--- config.mk ---
export PLATFORM = sky130hd
export DESIGN_NAME = rgb_to_hsv_converter
export DESIGN_NICKNAME = d
export VERILOG_FILES = /design/src/rtl/rhc_pkg.sv /design/src/rtl/rhc_front.sv /design/src/rtl/rhc_cell.sv /design/src/rtl/rgb_to_hsv_converter.sv
export SDC_FILE = /design/constraint.sdc
export NUM_CORES = 2
export LEC_CHECK = 0
export BUFFER_PORTS_ARGS = -buffer_cell sky130_fd_sc_hd__buf_4
export CORE_ASPECT_RATIO = 1.2
export CORE_MARGIN = 2
export CORE_UTILIZATION = 50
export CTS_CLUSTER_DIAMETER = 80
export DETAILED_ROUTE_END_ITERATION = 6
export PLACE_DENSITY = 0.65
export SLEW_MARGIN = 20
export SYNTH_ARGS = -nofsm -noshare
export SYNTH_HDL_FRONTEND = slang
export SYNTH_SLANG_ARGS = --single-unit
--- constraint.sdc ---
create_clock -name clock -period 50.4 [get_ports clock]
set_input_delay 10.08 -clock clock [delete_from_list [all_inputs] [get_ports clock]]
set_output_delay 10.08 -clock clock [all_outputs]
set_load 0.01 [all_outputs]
--- src/rtl/rhc_pkg.sv ---
// ----------------------------------------------------------------------------
// rhc_pkg
// Widths, payload types and the inter-cell record of the RGB to HSV converter.
// ----------------------------------------------------------------------------
`default_nettype none

package rhc_pkg;

   localparam int CHANNEL_BITS  = 8;
   localparam int FRACTION_BITS = 16;

   // Hue divisor is six times the chroma.
   localparam int HUE_DIV_BITS = CHANNEL_BITS + 3;
   localparam int SAT_REM_BITS = CHANNEL_BITS + 1;
   localparam int HUE_REM_BITS = CHANNEL_BITS + 4;
   localparam int QUOT_BITS    = FRACTION_BITS + 1;
   localparam int CELL_COUNT   = FRACTION_BITS + 1;

   typedef struct packed {
      logic [CHANNEL_BITS-1:0] red;
      logic [CHANNEL_BITS-1:0] green;
      logic [CHANNEL_BITS-1:0] blue;
   } req_type;

   typedef struct packed {
      logic [FRACTION_BITS-1:0] hue;
      logic [FRACTION_BITS:0]   saturation;
      logic [CHANNEL_BITS-1:0]  value_out;
   } rsp_type;

   typedef struct packed {
      logic [CHANNEL_BITS-1:0] value;
      logic [HUE_DIV_BITS-1:0] hue_div;
      logic [SAT_REM_BITS-1:0] sat_rem;
      logic [HUE_REM_BITS-1:0] hue_rem;
      logic [QUOT_BITS-1:0]    sat_quot;
      logic [QUOT_BITS-1:0]    hue_quot;
   } cell_type;

endpackage

`default_nettype wire

--- src/rtl/rhc_front.sv ---
// ----------------------------------------------------------------------------
// rhc_front
// Finds value, chroma and the hue sector numerator, and seeds the divider row.
// ----------------------------------------------------------------------------
`default_nettype none

module rhc_front (
   input  wire logic              clock,
   input  wire logic              reset,
   input  wire logic              enable,
   input  wire logic              in_valid,
   input  wire rhc_pkg::req_type  in_data,
   output logic                   out_valid,
   output rhc_pkg::cell_type      out_data
);

   localparam int CB = rhc_pkg::CHANNEL_BITS;
   localparam int HR = rhc_pkg::HUE_REM_BITS;

   logic                valid_ff;
   logic                valid_in;
   rhc_pkg::cell_type   data_ff;
   rhc_pkg::cell_type   data_in;

   logic [CB-1:0] max_value;
   logic [CB-1:0] min_value;
   logic [CB-1:0] chroma;
   logic [HR-1:0] r_ext;
   logic [HR-1:0] g_ext;
   logic [HR-1:0] b_ext;
   logic [HR-1:0] c_ext;
   logic [HR-1:0] numerator;

   always_comb begin
      max_value = in_data.red;
      if (in_data.green > max_value) max_value = in_data.green;
      if (in_data.blue > max_value) max_value = in_data.blue;
      min_value = in_data.red;
      if (in_data.green < min_value) min_value = in_data.green;
      if (in_data.blue < min_value) min_value = in_data.blue;
      chroma = max_value - min_value;

      r_ext = HR'(in_data.red);
      g_ext = HR'(in_data.green);
      b_ext = HR'(in_data.blue);
      c_ext = HR'(chroma);

      // Sector offsets are taken modulo the register width; the true sum is nonnegative.
      if (chroma == '0) begin
         numerator = '0;
      end else if (max_value == in_data.red) begin
         if (in_data.green >= in_data.blue) begin
            numerator = g_ext - b_ext;
         end else begin
            numerator = HR'(6) * c_ext - (b_ext - g_ext);
         end
      end else if (max_value == in_data.green) begin
         numerator = HR'(2) * c_ext + b_ext - r_ext;
      end else begin
         numerator = HR'(4) * c_ext + r_ext - g_ext;
      end

      data_in          = data_ff;
      data_in.value    = max_value;
      data_in.hue_div  = rhc_pkg::HUE_DIV_BITS'(HR'(6) * c_ext);
      data_in.sat_rem  = rhc_pkg::SAT_REM_BITS'(chroma);
      data_in.hue_rem  = numerator;
      data_in.sat_quot = '0;
      data_in.hue_quot = '0;
      valid_in         = in_valid;
   end

   always_ff @(posedge clock) begin
      if (reset) begin
         valid_ff <= 1'b0;
      end else if (enable) begin
         valid_ff <= valid_in;
      end
   end

   always_ff @(posedge clock) begin
      if (enable) begin
         data_ff <= data_in;
      end
   end

   assign out_valid = valid_ff;
   assign out_data  = data_ff;

endmodule

`default_nettype wire

--- src/rtl/rhc_cell.sv ---
// ----------------------------------------------------------------------------
// rhc_cell
// One restoring-division step for both saturation and hue, one quotient bit each.
// ----------------------------------------------------------------------------
`default_nettype none

module rhc_cell (
   input  wire logic               clock,
   input  wire logic               reset,
   input  wire logic               enable,
   input  wire logic               in_valid,
   input  wire rhc_pkg::cell_type  in_data,
   output logic                    out_valid,
   output rhc_pkg::cell_type       out_data
);

   localparam int SR = rhc_pkg::SAT_REM_BITS;
   localparam int HR = rhc_pkg::HUE_REM_BITS;
   localparam int QB = rhc_pkg::QUOT_BITS;

   logic                valid_ff;
   logic                valid_in;
   rhc_pkg::cell_type   data_ff;
   rhc_pkg::cell_type   data_in;

   logic          sat_take;
   logic          hue_take;
   logic [SR-1:0] sat_left;
   logic [HR-1:0] hue_left;

   always_comb begin
      sat_take = in_data.sat_rem >= SR'(in_data.value);
      sat_left = sat_take ? in_data.sat_rem - SR'(in_data.value) : in_data.sat_rem;
      hue_take = in_data.hue_rem >= HR'(in_data.hue_div);
      hue_left = hue_take ? in_data.hue_rem - HR'(in_data.hue_div) : in_data.hue_rem;

      data_in          = in_data;
      data_in.sat_rem  = {sat_left[SR-2:0], 1'b0};
      data_in.hue_rem  = {hue_left[HR-2:0], 1'b0};
      data_in.sat_quot = {in_data.sat_quot[QB-2:0], sat_take};
      data_in.hue_quot = {in_data.hue_quot[QB-2:0], hue_take};
      valid_in         = in_valid;
   end

   always_ff @(posedge clock) begin
      if (reset) begin
         valid_ff <= 1'b0;
      end else if (enable) begin
         valid_ff <= valid_in;
      end
   end

   always_ff @(posedge clock) begin
      if (enable) begin
         data_ff <= data_in;
      end
   end

   assign out_valid = valid_ff;
   assign out_data  = data_ff;

endmodule

`default_nettype wire

--- src/rtl/rgb_to_hsv_converter.sv ---
// ----------------------------------------------------------------------------
// rgb_to_hsv_converter
// Streaming RGB to HSV pixel conversion with exact truncated fractions.
// ----------------------------------------------------------------------------
// A pixel is offered on req_valid/req_data and a transfer takes place when
// req_ready is also high. The result appears on rsp_valid/rsp_data and is
// held until the receiver takes it with rsp_ready.
// The registered front stage finds value, chroma and the hue numerator.
// A row of FRACTION_BITS + 1 division cells follows, each producing one
// saturation bit and one hue bit per cycle while the row is not held.
// One pixel is accepted every cycle while the receiver keeps up.
// When the receiver stalls with a result waiting, the whole row holds and
// req_ready goes low until that result is taken.
// Reset clears all valid flags; the row comes up empty and ready.
// ----------------------------------------------------------------------------
`default_nettype none

module rgb_to_hsv_converter (
   input  wire logic              clock,
   input  wire logic              reset,
   input  wire logic              req_valid,
   output logic                   req_ready,
   input  wire rhc_pkg::req_type  req_data,
   output logic                   rsp_valid,
   input  wire logic              rsp_ready,
   output rhc_pkg::rsp_type       rsp_data
);

   localparam int N  = rhc_pkg::CELL_COUNT;
   localparam int FB = rhc_pkg::FRACTION_BITS;

   logic               enable;
   logic               stage_valid [0:N];
   rhc_pkg::cell_type  stage_data  [0:N];

   assign enable    = !rsp_valid || rsp_ready;
   assign req_ready = enable;

   rhc_front u_front (
      .clock     (clock),
      .reset     (reset),
      .enable    (enable),
      .in_valid  (req_valid),
      .in_data   (req_data),
      .out_valid (stage_valid[0]),
      .out_data  (stage_data[0])
   );

   for (genvar k = 0; k < N; k++) begin : g_cell
      rhc_cell u_cell (
         .clock     (clock),
         .reset     (reset),
         .enable    (enable),
         .in_valid  (stage_valid[k]),
         .in_data   (stage_data[k]),
         .out_valid (stage_valid[k+1]),
         .out_data  (stage_data[k+1])
      );
   end

   // A black pixel has zero saturation and a grey pixel zero hue.
   always_comb begin
      rsp_valid          = stage_valid[N];
      rsp_data.value_out = stage_data[N].value;
      rsp_data.saturation = (stage_data[N].value == '0) ? '0 : stage_data[N].sat_quot;
      rsp_data.hue = (stage_data[N].hue_div == '0) ? '0 : stage_data[N].hue_quot[FB-1:0];
   end

endmodule

`default_nettype wire
==> metrics.md <==
| Metric | Value |
|---|---|
| Status | `finished clean` |
| FILL cells | `7995` |
| CTS H-tree lvls | `3` |
| Crit path DAT | `10.99 ns` |
| DR WL/cell | `15.9 um` |
| Slew headroom | `29.4%` |
| Final Cycle Share | `approximately two fifths` |
| Layout cells sized above 1 | `between 7 and 8%` |
| Final core area utilization | `55.9%` |
| Yosys cell types | `99` |
| CTS tree | `yes` |
| Post-synth EDFFs | `921` |
| Core ar. | `95600 um^2` |
| RSZ-0062 raised after global routing | `no` |
| Worst setup path endpoint | `req_ready` |
| Top FF cell, synth | `edfxtp_1` |
| IO Count | `71` |
| Clk_lat worst skew | `0.66 ns` |
| Most numerous cell in the Yosys netlist | `edfxtp_1` |
| R2r endpoint | `g_cell[6].u_cell.out_data[58]` |
| CTS Hold Bufs | `0` |
| First-pass GRT wire length | `142000 um` |
| Flop2flop setup slack | `46.46 ns` |
| Antenna Cells | `0` |
| Setup TNS | `0 ns` |
| Die Area | `99100 um^2` |
| Largest net degree at the start of global routing | `84` |
| Crit Path Max Fanout | `49` |
| CP Launch Type | `primary input` |
| Final Hold Viols | `0` |
| Clock-pin slew on the worst setup and hold paths | `0.06 ns` |
| Vias in the first global route | `28700` |
| Area contributors post-synth | `edfxtp_1 (57%), ha_1 (10%), inv_1 (4.3%)` |
| Syn nets | `4489` |
| CP dominant cell by count | `buf_4` |
| Cts bufs inserted | `93` |
| RR Startpoint | `g_cell[16].u_cell.out_valid` |
| Die width | `~290 um` |
| WS Path Type | `in -> out` |
| Total GRT Usage | `17.8%` |
| Crit path largest cell delay | `0.25 ns` |
| Maxcap violations | `0` |
| CP Launch Point | `rsp_ready` |
| Worst hold path type | `reg -> reg` |
| Slew @ Worst Pin | `1.06 ns` |
| Clk root buf | `clkbuf_16` |
| Final setup fails | `0` |
| DR DRC count | `0` |
| Levels on crit path | `5` |
| Mapped Cells | `4026` |
| Synth top cells by count | `edfxtp_1 (921), inv_1 (552), ha_1 (394)` |
| Clk sinks | `roughly 940` |
| DRT Pass-1 Iters | `5` |
| Syn avg cell area | `12.0 um^2` |
| Synth area leader | `edfxtp_1` |
| Cts repair resizes | `0` |
| Vias | `28700` |
| Reg2Reg Depth | `6` |
| CP Buf/Inv Count | `4` |
| Antenna violations before repair | `0` |
| Starting Density | `50.6%` |
| Max stage delay cell, worst path | `buf_4` |
| CP required | `40.32 ns` |
| Synth top area share | `57.2%` |
| CTS Buffer Depth | `3` |
| #FFs+latches synth | `~940` |
| CP endpoint kind | `primary output` |
| Routed wire length | `between 80000 and 90000 um` |
| Delay-heaviest family, CP | `buffers and inverters` |
| Initial DRC count | `1322` |
| Async set-reset flop share out of synthesis | `0%` |
| Worst Skew | `0.0255 ns` |
| Min cycle time layout | `21.07 ns` |
| Post-Syn Area | `approximately 48000 um^2` |
| Die Y | `345 um` |
| Crit path cell chain | `buf_4, nor2b_1, buf_4, inv_8, buf_4` |
| Nets | `4599` |
| Via-per-instance ratio | `5.24` |
| Final HPWL DP | `64700 um` |
| Synth warnings | `0` |
| Area grow syn2layout | `10.6%` |
| Antenna-violating nets left | `0` |
| F_max | `47.5 MHz` |
| Grt ovf | `0` |
| Slew Limit Fails | `0` |
| Post-CTS Setup Inserts | `0` |
| Port-buffer cells | `70` |
| Num rows | `between 100 and 150` |
| Register area share after synthesis | `58.0%` |
| Placer congestion estimate | `roughly 0.9` |
## metal layers
layer	track usage [%]	part of all wire [%]
met2	34.5	55
met5	0	0
met1	19.7	40
met3	2.41	2.7
met4	5.85	2.7
## through the flow
step                      instance area, um^2  setup slack (ns)  instances  hold WS [ns]
after floorplan                         48300              4.87       4026         0.400
after global placement                  50300             29.32       5301         0.400
after detailed placement                50300             29.34       5301         0.405
after CTS                               53400             29.33       5473         0.406
after global routing                    53400             29.29       5473         0.413
final                                   53400             29.33       5473         0.409
## registers in the layout, indices dropped and copies added, names as in the netlist
register / cells
g_cell.u_cell.out_data: 884
g_cell.u_cell.out_valid: 17
u_front.out_data: 37
u_front.out_valid: 1
## layout by cell type, fill, tap and decap left out, drive strengths merged, types with 6 or more instances in the layout
cell type	netlist	final
edfxtp	921	921
inv	553	557
ha	394	394
o21ai	295	295
nand2	268	268
a21oi	253	253
nor2	238	238
xnor2	152	152
clkbuf	54	113
a21o	108	108
buf	16	85
and2	80	80
nor2b	79	79
nand2b	78	78
xor2	60	60
nand4	53	53
nand3	51	51
o31ai	47	47
fa	41	41
clkinv	1	38
mux2	33	33
or4	24	24
a221oi	21	21
dfxtp	18	18
a211oi	18	18
o211a	18	18
nor3	16	16
bufinv	0	13
mux2i	12	12
o21a	12	12
and3	12	12
a21boi	10	10
nor4	9	9
a31oi	9	9
o21bai	7	7
o22ai	6	6
o211ai	6	6
## area by class of cell
type | instances | area [um^2] | share of cell area [%]
inverters | 554 | 2090 | 3.91
well taps | 1260 | 1580 | 2.95
clock inverters | 59 | 698 | 1.31
multi-input cells | 2463 | 17900 | 33.6
flip-flops and latches | 939 | 28000 | 52.4
repair buffers | 85 | 638 | 1.19
clock buffers | 113 | 2450 | 4.59
## cells by family (layout without fill, tap and decap cells)
logic type	count (synthesis)	count (layout)	synth area share, %
AOI/OAI and AO/OA	847	847	10.8
xor gates and xnor gates	212	212	3.88
DFF	939	939	58.0
muxes	45	45	1.02
buffers and inverters	624	811	4.93
adders and majority gates	435	435	11.9
and+or+nand+nor	924	924	9.45
## worst reg2reg max path: stages, from the launching register on
cell     delay, ns
dfxtp_1       0.30
nor2b_1       0.12
buf_4         0.20
inv_8         0.31
buf_4         0.72
buf_4         0.91
buf_4         0.95
## worst min-delay path by stage
stage | start | end | slack (ns) | cells after the start
global route | g_cell[4].u_cell.out_data[1] | g_cell[5].u_cell.out_data[2] | 0.41 | 0
finish | g_cell[5].u_cell.out_data[17] | g_cell[6].u_cell.out_data[18] | 0.41 | 0
CTS | g_cell[5].u_cell.out_data[17] | g_cell[6].u_cell.out_data[18] | 0.41 | 0
floorplan | g_cell[9].u_cell.out_data[17] | g_cell[10].u_cell.out_data[18] | 0.40 | 0
global placement | g_cell[15].u_cell.out_data[17] | g_cell[16].u_cell.out_data[18] | 0.40 | 0
detailed placement | g_cell[9].u_cell.out_data[21] | g_cell[10].u_cell.out_data[22] | 0.40 | 0
Power is not shown: default switching activity piles up to over one toggle a cycle in this logic, so the estimate is an artifact.
